<file path="src/hw/rtl/uart_flow_control_fifo_defines.svh">
// Assertion macros shared by the flow-control buffer RTL.
// Every macro samples on clk and is held off while rst_n is low.
`ifndef UART_FLOW_CONTROL_FIFO_DEFINES_SVH
`define UART_FLOW_CONTROL_FIFO_DEFINES_SVH

// The consequent holds in the same cycle as the antecedent.
`define UFC_ASSERT_SAME(lbl, ante, cons, msg) \
  lbl: assert property (@(posedge clk) disable iff (!rst_n) (ante) |-> (cons)) \
    else $error(msg);

// The consequent holds in the cycle after the antecedent.
`define UFC_ASSERT_NEXT(lbl, ante, cons, msg) \
  lbl: assert property (@(posedge clk) disable iff (!rst_n) (ante) |=> (cons)) \
    else $error(msg);

`endif

</file>
<file path="src/hw/rtl/ufc_pkg.sv">
// Shared constants for the flow-controlled receive buffer:
// buffer geometry, command, fault and register index codes.
// No dependencies.
package ufc_pkg;

  localparam int FIFO_DEPTH = 64;
  localparam int PTR_W      = $clog2(FIFO_DEPTH);
  localparam int CNT_W      = $clog2(FIFO_DEPTH + 1);
  localparam int FILL_W     = 7;
  localparam int CMP_W      = ((CNT_W > FILL_W) ? CNT_W : FILL_W) + 1;

  localparam int CMD_W      = 3;
  localparam int BYTE_W     = 8;
  localparam int FAULT_W    = 2;
  localparam int TICK_W     = 8;
  localparam int LIMIT_W    = 7;
  localparam int CFG_IDX_W  = 2;
  localparam int CFG_DATA_W = 8;

  localparam logic [CMD_W-1:0] CMD_RX_BYTE = 3'd0;
  localparam logic [CMD_W-1:0] CMD_POP     = 3'd1;
  localparam logic [CMD_W-1:0] CMD_SEND    = 3'd2;
  localparam logic [CMD_W-1:0] CMD_TICK    = 3'd3;
  localparam logic [CMD_W-1:0] CMD_CTS     = 3'd4;

  localparam logic [FAULT_W-1:0] FAULT_NONE  = 2'd0;
  localparam logic [FAULT_W-1:0] FAULT_FULL  = 2'd1;
  localparam logic [FAULT_W-1:0] FAULT_EMPTY = 2'd2;

  localparam logic [CFG_IDX_W-1:0] REG_RELEASE_TICKS    = 2'd0;
  localparam logic [CFG_IDX_W-1:0] REG_FREE_SPACE_LIMIT = 2'd1;
  localparam logic [CFG_IDX_W-1:0] REG_RESUME_LEVEL     = 2'd2;

  localparam logic [TICK_W-1:0]  RELEASE_TICKS_RST    = 8'd2;
  localparam logic [LIMIT_W-1:0] FREE_SPACE_LIMIT_RST = 7'd5;
  localparam logic [LIMIT_W-1:0] RESUME_LEVEL_RST     = 7'd16;

endpackage

</file>
<file path="src/hw/rtl/ufc_ring_ram.sv">
// Simple dual-port RAM for the receive ring: one write port, one read port
// with registered read data. No package dependency.
module ufc_ring_ram #(
  parameter int DEPTH = 64,
  parameter int WIDTH = 8
) (
  input  logic                     clk,
  input  logic                     wr_en,
  input  logic [$clog2(DEPTH)-1:0] wr_addr,
  input  logic [WIDTH-1:0]         wr_data,
  input  logic                     rd_en,
  input  logic [$clog2(DEPTH)-1:0] rd_addr,
  output logic [WIDTH-1:0]         rd_data
);

  logic [WIDTH-1:0] mem [DEPTH];

  always_ff @(posedge clk) begin
    if (wr_en) begin
      mem[wr_addr] <= wr_data;
    end
  end

  always_ff @(posedge clk) begin
    if (rd_en) begin
      rd_data <= mem[rd_addr];
    end
  end

endmodule

</file>
<file path="src/hw/rtl/uart_flow_control_fifo.sv">
// Top level of the flow-controlled receive buffer and transmit holder.
// Depends on ufc_pkg, ufc_ring_ram and uart_flow_control_fifo_defines.svh.

// One request is taken per clock and gives one result, which appears in the
// output register on the next cycle; back-to-back requests run at one per
// clock while the result side keeps up. All buffer and flag updates for a
// request are done in the cycle it is accepted; a popped byte comes straight
// from the ring RAM's registered read port. The ring RAM's reset contents are
// undefined, but no entry is ever read before it has been written. A held
// result stalls input only when the consumer also holds off out_ready.
// Registers (cfg_index): 0 release ticks, 1 free-space limit, 2 resume level.
`include "uart_flow_control_fifo_defines.svh"

module uart_flow_control_fifo (
  input  logic                           clk,
  input  logic                           rst_n,
  input  logic                           cfg_we,
  input  logic [ufc_pkg::CFG_IDX_W-1:0]  cfg_index,
  input  logic [ufc_pkg::CFG_DATA_W-1:0] cfg_wdata,
  input  logic                           in_valid,
  output logic                           in_ready,
  input  logic [ufc_pkg::CMD_W-1:0]      in_command,
  input  logic [ufc_pkg::BYTE_W-1:0]     in_data_byte,
  input  logic                           in_cts_level,
  output logic                           out_valid,
  input  logic                           out_ready,
  output logic                           out_rts_level,
  output logic                           out_module_released,
  output logic                           out_tx_valid,
  output logic [ufc_pkg::BYTE_W-1:0]     out_tx_byte,
  output logic                           out_rx_valid,
  output logic [ufc_pkg::BYTE_W-1:0]     out_rx_byte,
  output logic [ufc_pkg::FILL_W-1:0]     out_fill_level,
  output logic [ufc_pkg::FAULT_W-1:0]    out_fault
);

  localparam logic [ufc_pkg::PTR_W-1:0] PTR_LAST = ufc_pkg::PTR_W'(ufc_pkg::FIFO_DEPTH - 1);
  localparam logic [ufc_pkg::CNT_W-1:0] CNT_FULL = ufc_pkg::CNT_W'(ufc_pkg::FIFO_DEPTH);
  localparam logic [ufc_pkg::CMP_W-1:0] CMP_DEPTH = ufc_pkg::CMP_W'(ufc_pkg::FIFO_DEPTH);
  localparam logic [ufc_pkg::TICK_W-1:0] TICK_MAX = '1;

  // configuration
  logic [ufc_pkg::TICK_W-1:0]  release_ticks_r;
  logic [ufc_pkg::LIMIT_W-1:0] free_space_limit_r;
  logic [ufc_pkg::LIMIT_W-1:0] resume_level_r;

  // buffer and transmit state
  logic [ufc_pkg::PTR_W-1:0]  wr_ptr_r, wr_ptr_nxt;
  logic [ufc_pkg::PTR_W-1:0]  rd_ptr_r, rd_ptr_nxt;
  logic [ufc_pkg::CNT_W-1:0]  cnt_r, cnt_nxt;
  logic                       rts_r, rts_nxt;
  logic                       pending_r, pending_nxt;
  logic                       armed_r, armed_nxt;
  logic [ufc_pkg::BYTE_W-1:0] hold_r, hold_nxt;
  logic                       released_r, released_nxt;
  logic [ufc_pkg::TICK_W-1:0] tick_r, tick_nxt;

  // result register
  logic                        out_valid_r;
  logic                        tx_valid_r, tx_valid_nxt;
  logic [ufc_pkg::BYTE_W-1:0]  tx_byte_r, tx_byte_nxt;
  logic                        rx_valid_r, rx_valid_nxt;
  logic [ufc_pkg::FAULT_W-1:0] fault_r, fault_nxt;

  logic                       accept;
  logic                       push_ok;
  logic                       pop_ok;
  logic [ufc_pkg::BYTE_W-1:0] ram_rdata;
  logic [ufc_pkg::CMP_W-1:0]  cnt_wide;
  logic [ufc_pkg::CMP_W-1:0]  free_wide;
  logic [ufc_pkg::CNT_W+ufc_pkg::FILL_W-1:0] fill_ext;

  assign in_ready = !out_valid_r || out_ready;
  assign accept   = in_valid && in_ready;

  assign push_ok = accept && (in_command == ufc_pkg::CMD_RX_BYTE) && (cnt_r != CNT_FULL);
  assign pop_ok  = accept && (in_command == ufc_pkg::CMD_POP) && (cnt_r != '0);

  assign cnt_wide  = ufc_pkg::CMP_W'(cnt_nxt);
  assign free_wide = CMP_DEPTH - cnt_wide;

  always_comb begin
    wr_ptr_nxt   = wr_ptr_r;
    rd_ptr_nxt   = rd_ptr_r;
    cnt_nxt      = cnt_r;
    rts_nxt      = rts_r;
    pending_nxt  = pending_r;
    armed_nxt    = armed_r;
    hold_nxt     = hold_r;
    released_nxt = released_r;
    tick_nxt     = tick_r;
    fault_nxt    = ufc_pkg::FAULT_NONE;
    rx_valid_nxt = 1'b0;
    tx_valid_nxt = 1'b0;
    tx_byte_nxt  = '0;

    case (in_command)
      ufc_pkg::CMD_RX_BYTE: begin
        if (cnt_r == CNT_FULL) begin
          fault_nxt = ufc_pkg::FAULT_FULL;
        end else begin
          wr_ptr_nxt = (wr_ptr_r == PTR_LAST) ? '0 : wr_ptr_r + 1'b1;
          cnt_nxt    = cnt_r + 1'b1;
        end
      end
      ufc_pkg::CMD_POP: begin
        if (cnt_r == '0) begin
          fault_nxt = ufc_pkg::FAULT_EMPTY;
        end else begin
          rd_ptr_nxt   = (rd_ptr_r == PTR_LAST) ? '0 : rd_ptr_r + 1'b1;
          cnt_nxt      = cnt_r - 1'b1;
          rx_valid_nxt = 1'b1;
        end
      end
      ufc_pkg::CMD_SEND: begin
        hold_nxt    = in_data_byte;
        pending_nxt = 1'b1;
        if (!in_cts_level) begin
          armed_nxt = 1'b1;
        end
      end
      ufc_pkg::CMD_TICK: begin
        if (!released_r) begin
          tick_nxt = (tick_r == TICK_MAX) ? tick_r : tick_r + 1'b1;
          if (tick_nxt >= release_ticks_r) begin
            released_nxt = 1'b1;
            if (pending_r && !in_cts_level) begin
              armed_nxt = 1'b1;
            end
          end
        end
      end
      ufc_pkg::CMD_CTS: begin
        if (pending_r && !in_cts_level) begin
          armed_nxt = 1'b1;
        end
      end
      default: begin
      end
    endcase

    // RTS moves only on a successful push or pop
    if (push_ok && (free_wide < ufc_pkg::CMP_W'(free_space_limit_r))) begin
      rts_nxt = 1'b1;
    end
    if (pop_ok && (cnt_wide < ufc_pkg::CMP_W'(resume_level_r))) begin
      rts_nxt = 1'b0;
    end

    // send once armed and the module has been released
    if (armed_nxt && released_nxt) begin
      tx_valid_nxt = 1'b1;
      tx_byte_nxt  = hold_nxt;
      armed_nxt    = 1'b0;
      pending_nxt  = 1'b0;
    end
  end

  always_ff @(posedge clk) begin
    if (!rst_n) begin
      release_ticks_r    <= ufc_pkg::RELEASE_TICKS_RST;
      free_space_limit_r <= ufc_pkg::FREE_SPACE_LIMIT_RST;
      resume_level_r     <= ufc_pkg::RESUME_LEVEL_RST;
    end else if (cfg_we) begin
      case (cfg_index)
        ufc_pkg::REG_RELEASE_TICKS:    release_ticks_r    <= cfg_wdata;
        ufc_pkg::REG_FREE_SPACE_LIMIT: free_space_limit_r <= cfg_wdata[ufc_pkg::LIMIT_W-1:0];
        ufc_pkg::REG_RESUME_LEVEL:     resume_level_r     <= cfg_wdata[ufc_pkg::LIMIT_W-1:0];
        default: begin
        end
      endcase
    end
  end

  always_ff @(posedge clk) begin
    if (!rst_n) begin
      wr_ptr_r    <= '0;
      rd_ptr_r    <= '0;
      cnt_r       <= '0;
      rts_r       <= 1'b0;
      pending_r   <= 1'b0;
      armed_r     <= 1'b0;
      hold_r      <= '0;
      released_r  <= 1'b0;
      tick_r      <= '0;
      out_valid_r <= 1'b0;
      tx_valid_r  <= 1'b0;
      rx_valid_r  <= 1'b0;
      fault_r     <= ufc_pkg::FAULT_NONE;
    end else begin
      if (accept) begin
        wr_ptr_r    <= wr_ptr_nxt;
        rd_ptr_r    <= rd_ptr_nxt;
        cnt_r       <= cnt_nxt;
        rts_r       <= rts_nxt;
        pending_r   <= pending_nxt;
        armed_r     <= armed_nxt;
        hold_r      <= hold_nxt;
        released_r  <= released_nxt;
        tick_r      <= tick_nxt;
        tx_valid_r  <= tx_valid_nxt;
        rx_valid_r  <= rx_valid_nxt;
        fault_r     <= fault_nxt;
      end
      if (accept) begin
        out_valid_r <= 1'b1;
      end else if (out_ready) begin
        out_valid_r <= 1'b0;
      end
    end
  end

  always_ff @(posedge clk) begin
    if (accept) begin
      tx_byte_r <= tx_byte_nxt;
    end
  end

  ufc_ring_ram #(
    .DEPTH (ufc_pkg::FIFO_DEPTH),
    .WIDTH (ufc_pkg::BYTE_W)
  ) u_ring (
    .clk     (clk),
    .wr_en   (push_ok),
    .wr_addr (wr_ptr_r),
    .wr_data (in_data_byte),
    .rd_en   (pop_ok),
    .rd_addr (rd_ptr_r),
    .rd_data (ram_rdata)
  );

  // state registers only change on accept, so they match the held result
  assign fill_ext = {{ufc_pkg::FILL_W{1'b0}}, cnt_r};

  assign out_valid           = out_valid_r;
  assign out_rts_level       = rts_r;
  assign out_module_released = released_r;
  assign out_tx_valid        = tx_valid_r;
  assign out_tx_byte         = tx_byte_r;
  assign out_rx_valid        = rx_valid_r;
  assign out_rx_byte         = rx_valid_r ? ram_rdata : '0;
  assign out_fill_level      = fill_ext[ufc_pkg::FILL_W-1:0];
  assign out_fault           = fault_r;

  `UFC_ASSERT_SAME(a_full_fault_count, out_valid_r && (fault_r == ufc_pkg::FAULT_FULL), cnt_r == CNT_FULL, "full fault without full buffer")
  `UFC_ASSERT_NEXT(a_push_count, push_ok, cnt_r == $past(cnt_r) + 1'b1, "push did not add one entry")
  `UFC_ASSERT_SAME(a_tx_released, out_valid_r && tx_valid_r, released_r, "byte sent before module release")
  `UFC_ASSERT_SAME(a_empty_ptrs, cnt_r == '0, wr_ptr_r == rd_ptr_r, "empty buffer with unequal pointers")

endmodule
</file>
<file path="config.mk">
export PLATFORM = sky130hd
export DESIGN_NAME = uart_flow_control_fifo
export DESIGN_NICKNAME = d
export VERILOG_FILES = /design/src/hw/rtl/ufc_pkg.sv /design/src/hw/rtl/ufc_ring_ram.sv /design/src/hw/rtl/uart_flow_control_fifo.sv
export VERILOG_INCLUDE_DIRS = /design/src /design/src/hw/rtl
export SDC_FILE = /design/constraint.sdc
export NUM_CORES = 1
export LEC_CHECK = 0
export BUFFER_PORTS_ARGS = -buffer_cell sky130_fd_sc_hd__buf_2
export CORE_ASPECT_RATIO = 0.8
export CORE_MARGIN = 10
export CORE_UTILIZATION = 56
export DETAILED_ROUTE_END_ITERATION = 10
export GPL_ROUTABILITY_DRIVEN = 1
export PLACE_DENSITY = 0.75
export SYNTH_ARGS = -nofsm -noshare
export SYNTH_HDL_FRONTEND = slang
export SYNTH_HIERARCHICAL = 1
export SYNTH_SLANG_ARGS = --single-unit
</file>
<file path="constraint.sdc">
create_clock -name clk -period 3.6 [get_ports clk]
set_input_delay 1.08 -clock clk [delete_from_list [all_inputs] [get_ports clk]]
set_output_delay 1.08 -clock clk [all_outputs]
set_load 0.02 [all_outputs]
</file>
======== After elaboration in Yosys (flattened, before gate mapping) ========
Memory sizes are Yosys's and may differ from the RTL's. A register that Yosys moved wholly into a read port is not among the register bits.
Cells that the tools add are included.
word-level totals
  bits in registers ....................... 74
  output and inout bits ................... 31
  memories kept ........................... 1
  RAM bits ................................ 512
  logic and storage cells ................. 99
  bits of input ports ..................... 27
operators by class
  reductions and logical operators ........ 27
  equal/unequal tests ..................... 11
  add/sub/neg operators ................... 6
  bitwise logic cells ..................... 3
  $lt $le $gt $ge ......................... 3
  mux-type cells .......................... 31
memory list
  name        depth  width  rd ports  clocked after memory_dff  wr ports  line                RTL
  u_ring.mem  64     8      1         1                         1         ufc_ring_ram.sv:16  logic [WIDTH-1:0] mem [DEPTH];
operator list
  cell                                                                number
  8-bit 2-to-1 mux                                                    3
  1-bit 2-to-1 mux                                                    20
  7-bit 2-to-1 mux                                                    2
  7-bit case mux with 2 select lines                                  1
  6-bit by 1-bit adder with 6-bit output, second input constant       2
  6-bit == test, second input constant                                2
  6-bit 2-to-1 mux                                                    2
  2-bit AND reduction                                                 5
  1-bit logical AND                                                   9
  3-bit AND reduction                                                 3
  8-bit by 1-bit adder with 8-bit output, second input constant       1
  8-bit == test, second input constant                                1
  8-bit >= comparator                                                 1
  8-bit by 7-bit < comparator with 1-bit output                       1
  7-bit by 7-bit subtractor with 8-bit output, first input constant   1
  7-bit by 1-bit adder with 7-bit output, second input constant       1
  7-bit == test, second input constant                                1
  7-bit zero test                                                     1
  7-bit < comparator                                                  1
  7-bit != test, second input constant                                1
  7-bit nonzero test                                                  1
  7-bit by 1-bit subtractor with 7-bit output, second input constant  1
  3-bit by 2-bit == test with 1-bit output, second input constant     2
  2-bit nonzero test                                                  3
  12 further kinds                                                    15

======== Logic depth before layout (Yosys ltp) ========
  word-level depth ........................ 9
  depth in mapped cells ................... 16

======== Hierarchy ========
Netlist, hierarchy kept.
by module, submodules not included
  module                  instances  area an instance (µm²)  sequential area each (µm²)  cells each
  ufc_ring_ram            1          20246.9                 15615.0                     940
  uart_flow_control_fifo  1          4290.4                  1561.5                      510

======== Least setup slack after synthesis ========
No wires, ideal clock.
  kind .................................... input-to-reg
  start point ............................. input in_command[1] (netlist bit)
  end point ............................... register rts_r, in the netlist out_rts_level
  library setup time ...................... 103 ps
  arrival ................................. 3604 ps
  data required time ...................... 3497 ps
  slack ................................... -108 ps
  cell stages on the path ................. 12
  path through ............................ clkbuf_1 > or2_1 > a31oi_1 > xnor2_1 > nor2b_1 > nor2b_1 > xnor2_1 > ha_1 > a211o_1 > a2111oi_0 > a32oi_1 > a2111oi_2
between the ends
  longest elaborated chain between the ends .. 7
RTL lines
  item                                                                                line                                                                                      RTL
  start, declared                                                                     uart_flow_control_fifo.sv:22                                                              input logic [ufc_pkg::CMD_W-1:0] in_command,
  3-bit by 1-bit == test with 1-bit output / 3-bit zero test (equally long branches)  uart_flow_control_fifo.sv:77, uart_flow_control_fifo.sv:97, uart_flow_control_fifo.sv:76
  7-bit case mux with 2 select lines                                                  uart_flow_control_fifo.sv:97                                                              case (in_command)
  7-bit by 7-bit subtractor with 8-bit output                                         uart_flow_control_fifo.sv:80                                                              assign free_wide = CMP_DEPTH - cnt_wide;
  8-bit by 7-bit < comparator with 1-bit output                                       uart_flow_control_fifo.sv:143                                                             if (push_ok && (free_wide < ufc_pkg::CMP_W'(free_space_limit_r))) begin
  1-bit logical AND                                                                   uart_flow_control_fifo.sv:143
  2-bit nonzero test (no line)                                                        -
  2-bit AND reduction (no line)                                                       -
  end signal, assigned                                                                uart_flow_control_fifo.sv:195                                                             rts_r <= rts_nxt;
  end, declared                                                                       uart_flow_control_fifo.sv:51                                                              logic rts_r, rts_nxt;
Parallel ways exist; a longest one is shown, timed or not.
A chain may end at the register's enable or synchronous reset.

======== Worst setup path in the final report ========
  start point ............................. register cnt_r (netlist bit out_fill_level[0])
  end point ............................... register rts_r, in the netlist out_rts_level
between the ends
  longest elaborated chain between the ends .. 8
RTL lines
  item                                                                 line                                                         RTL
  start, declared                                                      uart_flow_control_fifo.sv:50                                 logic [ufc_pkg::CNT_W-1:0] cnt_r, cnt_nxt;
  start signal, assigned                                               uart_flow_control_fifo.sv:194                                cnt_r <= cnt_nxt;
  7-bit by 1-bit subtractor with 7-bit output (tied with other cells)  uart_flow_control_fifo.sv:111                                cnt_nxt = cnt_r - 1'b1;
  7-bit 2-to-1 mux (on tied branches)                                  uart_flow_control_fifo.sv:107, uart_flow_control_fifo.sv:99
  7-bit case mux with 2 select lines *                                 uart_flow_control_fifo.sv:97
  via cnt_nxt (one bit)                                                uart_flow_control_fifo.sv:50
  7-bit by 7-bit subtractor with 8-bit output                          uart_flow_control_fifo.sv:80
  8-bit by 7-bit < comparator with 1-bit output                        uart_flow_control_fifo.sv:143
  1-bit logical AND                                                    uart_flow_control_fifo.sv:143
  2-bit nonzero test (no line)                                         -
  2-bit AND reduction (no line)                                        -
The timed path passes the listed nets; every way through them passes the cells marked *.

==> metrics.yaml <==
status: "complete, no violations"
worst_slack_ns: 0.242
ant_nets: 0
synth-xor-area-share: 0.00892
synth_simple_gate_area_share: 0.0702
ff2ff_path_depth: 16
grt_pass1_wl_mm: 84.4
r2r_setup_slack_ns: 0.24
utilization: 0.648
ir_drop_v: 0.000389
async_flop_share: 0
total_power_mw: 13.8
die_w_um: 254
cts_max_level: 2
ys_seq_area_frac: 0.700
area.growth.synth_to_final_pct: 14.2
overflow: 0
die_height_um: 207
row_count: 68
hold_class: "register to register"
synth_top_family_by_area: "multiplexers"
grt_pass1_vias: 13700
worstPathRequired_ns: 4.09
yosysWarnings: 6
p_leak_nw: 9.15
post-cts-setup-buffers: 0
hold_violations: 0
grt_max_degree: 63
end_kind: "register"
hold_end: "hold_r[0]$_SDFFE_PN0P_"
clk_pin_slew_ns: 0.06
worst_path_max_delay_cell: "or3b_1"
first_pass_iters: 5
synth_fa_ha_area_frac: 0.0133
pin_count: 58
cp.arrival_ns: 3.85
drtIter0Drc: 1546
cp_cell_sequence: "inv_1, ha_1, or3b_1, buf_4, nor4_2, nor3_4, nor2b_2, nor2b_2, xnor2_1, ha_1, a211o_1, o221ai_1, nand2_1, o2111ai_1, a32oi_1, a2111oi_2"
tritoncts: "yes"
final_layout_size_suffix_gt1_frac: 0.265
final.min_clock_period_ns: 3.36
synth_area_per_cell_sq_um: 16.9
rsz0062_at_grt: "no"
finalNetCount: 1689
reg2reg_from: "out_fill_level[0]$_SDFFE_PN0P_"
max_stage_delay_ns: 0.44
slew-limit-headroom: 0.365
place_ws_ns: -0.0911
routed_via_density: 6.16
synth_compound_area_frac: 0.0439
synthMuxAreaShare: 0.141
slew_violations: 0
core_sq_um: 43200
clk_path_buf_depth: 3
power_density_nw_per_um2: 494
synth_cell_types: 77
wirelength_mm: 55.7
track_usage: 0.212
route.detailed.drc: 0
ys_ff_latch: 594
min_path_cells: 2
place_congestion: 0.888
fin_skew_ns: 0.0262
cts.sinks: 594
num_vias: 13800
grt_antenna_before_repair: 2
synth_cells: 1450
ys.flop_type: "edfxtp_1"
port_buffers: 57
final_area_sq_um: 28000
start_util: 0.568
syn_nets: 1503
synth_area_sq_um: 24500
worstMarginPinSlew_ns: 0.952
dieArea_sq_um: 52600
hold_start: "hold_r[0]$_SDFFE_PN0P_"
insertion_delay_ns: 0.61
finalSetupViolations: 0
dp_hpwl_mm: 36.9
min_period_over_period: 0.933
synth_edf_count: 528
path_class: "register to register"
maxCapViolations: 0
dpl_cell_area_sq_um: 26300
path_max_fanout: 4
start_kind: "register"
reg2reg_to: "out_rts_level$_SDFFE_PN0P_"
cts_made_buffers: 54
fillers: 2936
clockRootBuffer: "clkbuf_16"
avgRoutedWirePerCell_um: 24.9
max_freq_mhz: 298
## cell usage after synthesis (all sizes together) (4+ instances only)
| cell | n | area [sq um] |
|---|---|---|
| a2111oi | 4 | 41.3 |
| a211oi | 7 | 57.6 |
| a21oi | 39 | 199 |
| a221oi | 7 | 67.6 |
| a31oi | 5 | 31.3 |
| and2 | 12 | 75.1 |
| buf | 45 | 322 |
| clkbuf | 33 | 124 |
| dfxtp | 66 | 1320 |
| edfxtp | 528 | 15900 |
| ha | 26 | 325 |
| inv | 30 | 113 |
| mux2 | 14 | 158 |
| mux2i | 46 | 460 |
| mux4 | 126 | 2840 |
| nand2 | 72 | 270 |
| nand2b | 10 | 62.6 |
| nand3 | 24 | 120 |
| nand3b | 6 | 45.0 |
| nand4 | 10 | 62.6 |
| nor2 | 153 | 577 |
| nor2b | 24 | 150 |
| nor3 | 26 | 156 |
| nor3b | 4 | 40.0 |
| nor4 | 6 | 43.8 |
| o2111ai | 4 | 35.0 |
| o211ai | 6 | 73.8 |
| o21ai | 21 | 109 |
| o221ai | 10 | 87.6 |
| o22ai | 9 | 62.6 |
| o2bb2ai | 4 | 35.0 |
| or3 | 7 | 43.8 |
| xnor2 | 12 | 105 |
| xor2 | 13 | 114 |
## cell usage in the layout, fill, tap and decap left out, types with 7 or more instances in the layout
master	Yosys	routed
a21oi_1	38	38
and2_1	12	12
buf_2	18	57
buf_4	14	147
clkbuf_1	33	16
clkbuf_16	0	55
clkinv_1	1	16
dfxtp_1	66	62
edfxtp_1	528	528
ha_1	26	26
inv_1	30	30
mux2_2	14	14
mux2i_1	46	46
mux4_2	126	126
nand2_1	72	72
nand2b_1	10	10
nand3_1	24	24
nand4_1	10	10
nor2_1	152	152
nor2b_1	24	22
nor3_1	22	22
o21ai_0	15	15
o221ai_1	10	10
o22ai_1	8	8
or3_1	7	7
xnor2_1	12	12
xor2_1	13	13
## flip-flops by register name (all words and copies together), names as in the netlist
name and count:
out_tx_valid 1, out_module_released 1, wr_ptr_r 6, rd_ptr_r 6, out_valid 1, out_fault 2, out_rx_valid 1, out_rts_level 1
out_tx_byte 8, hold_r 8, tick_r 8, out_fill_level 7, free_space_limit_r 7, resume_level_r 7, pending_r 1, release_ticks_r 8
u_ring/mem 512, armed_r 1, u_ring/rd_data 8
## cells by family (layout without fill, tap and decap cells)
family | count (synthesis) | count (layout)
multiplexers | 186 | 186
other | 0 | 1
XOR/XNOR | 25 | 25
AO/OA/AOI/OAI | 146 | 146
adder cells (fa/ha/maj) | 26 | 26
buffers and inverters | 109 | 338
AND/OR/NAND/NOR | 364 | 364
flip-flops | 594 | 594
## metal layers
layer / global-route usage / routed length [um] / up-vias / part of all wire
li1: - / - / 6079 / -
met1: 0.315 / 24200 / 7017 / 0.43
met2: 0.306 / 24900 / 628 / 0.45
met3: 0.0638 / 5690 / 63 / 0.10
met4: 0.0446 / 880 / 2 / 0.016
met5: 0 / 13 / - / 0.00023
## worst max path at each step
stage                                            end  cells after the start                      startpoint
after global placement    out_rts_level$_SDFFE_PN0P_                     13                   in_command[1]
after global routing      out_rts_level$_SDFFE_PN0P_                     16  out_fill_level[0]$_SDFFE_PN0P_
after floorplan           out_rts_level$_SDFFE_PN0P_                     12                   in_command[1]
final                     out_rts_level$_SDFFE_PN0P_                     16  out_fill_level[0]$_SDFFE_PN0P_
after CTS                 out_rts_level$_SDFFE_PN0P_                     13  out_fill_level[0]$_SDFFE_PN0P_
after detailed placement  out_rts_level$_SDFFE_PN0P_                     14                   in_command[1]
## report_power, final
part | leakage [nW] | internal (mW) | switching, mW
clock network | 0.829 | 3.23 | 2.40
logic | 3.03 | 0.269 | 0.410
registers | 5.29 | 7.51 | 0.0222
## area by class of cell
cell class / instances / area [sq um] / area share
clock inverter: 28 / 282 / 0.0101
multi-input combinational: 747 / 6820 / 0.243
timing repair buffer: 208 / 1470 / 0.0524
antenna: 1 / 2.50 / 0.0000893
inverter: 31 / 116 / 0.00415
sequential: 594 / 17200 / 0.614
clock buffer: 71 / 1440 / 0.0513
tap: 560 / 701 / 0.0250
## per-stage QoR
stage,TNS (ns),instances,hold WS (ns)
6_report,0,2240,0.459
4_1_cts,0,2239,0.457
5_1_grt,0,2239,0.480
2_1_floorplan,0,1450,0.436
3_5_place_dp,-0.0911,2140,0.448
3_3_place_gp,-0.0433,2140,0.439
## critical path, delay by kind of cell, from the launching register on
family	cells	cell delay [ns]
adders and majority gates	2	0.48
AOI/OAI and AO/OA	5	0.86
DFF	1	0.31
xor gates and xnor gates	1	0.13
and+or+nand+nor	6	1.20
buffers and inverters	2	0.25
## repair_timing
action	in CTS	in global routing
hold endpoints to repair	0	0
hold buffers	0	0
resized for setup	0	1
setup endpoints to repair	0	1
Note: power is estimated with default switching activity, not from simulation.
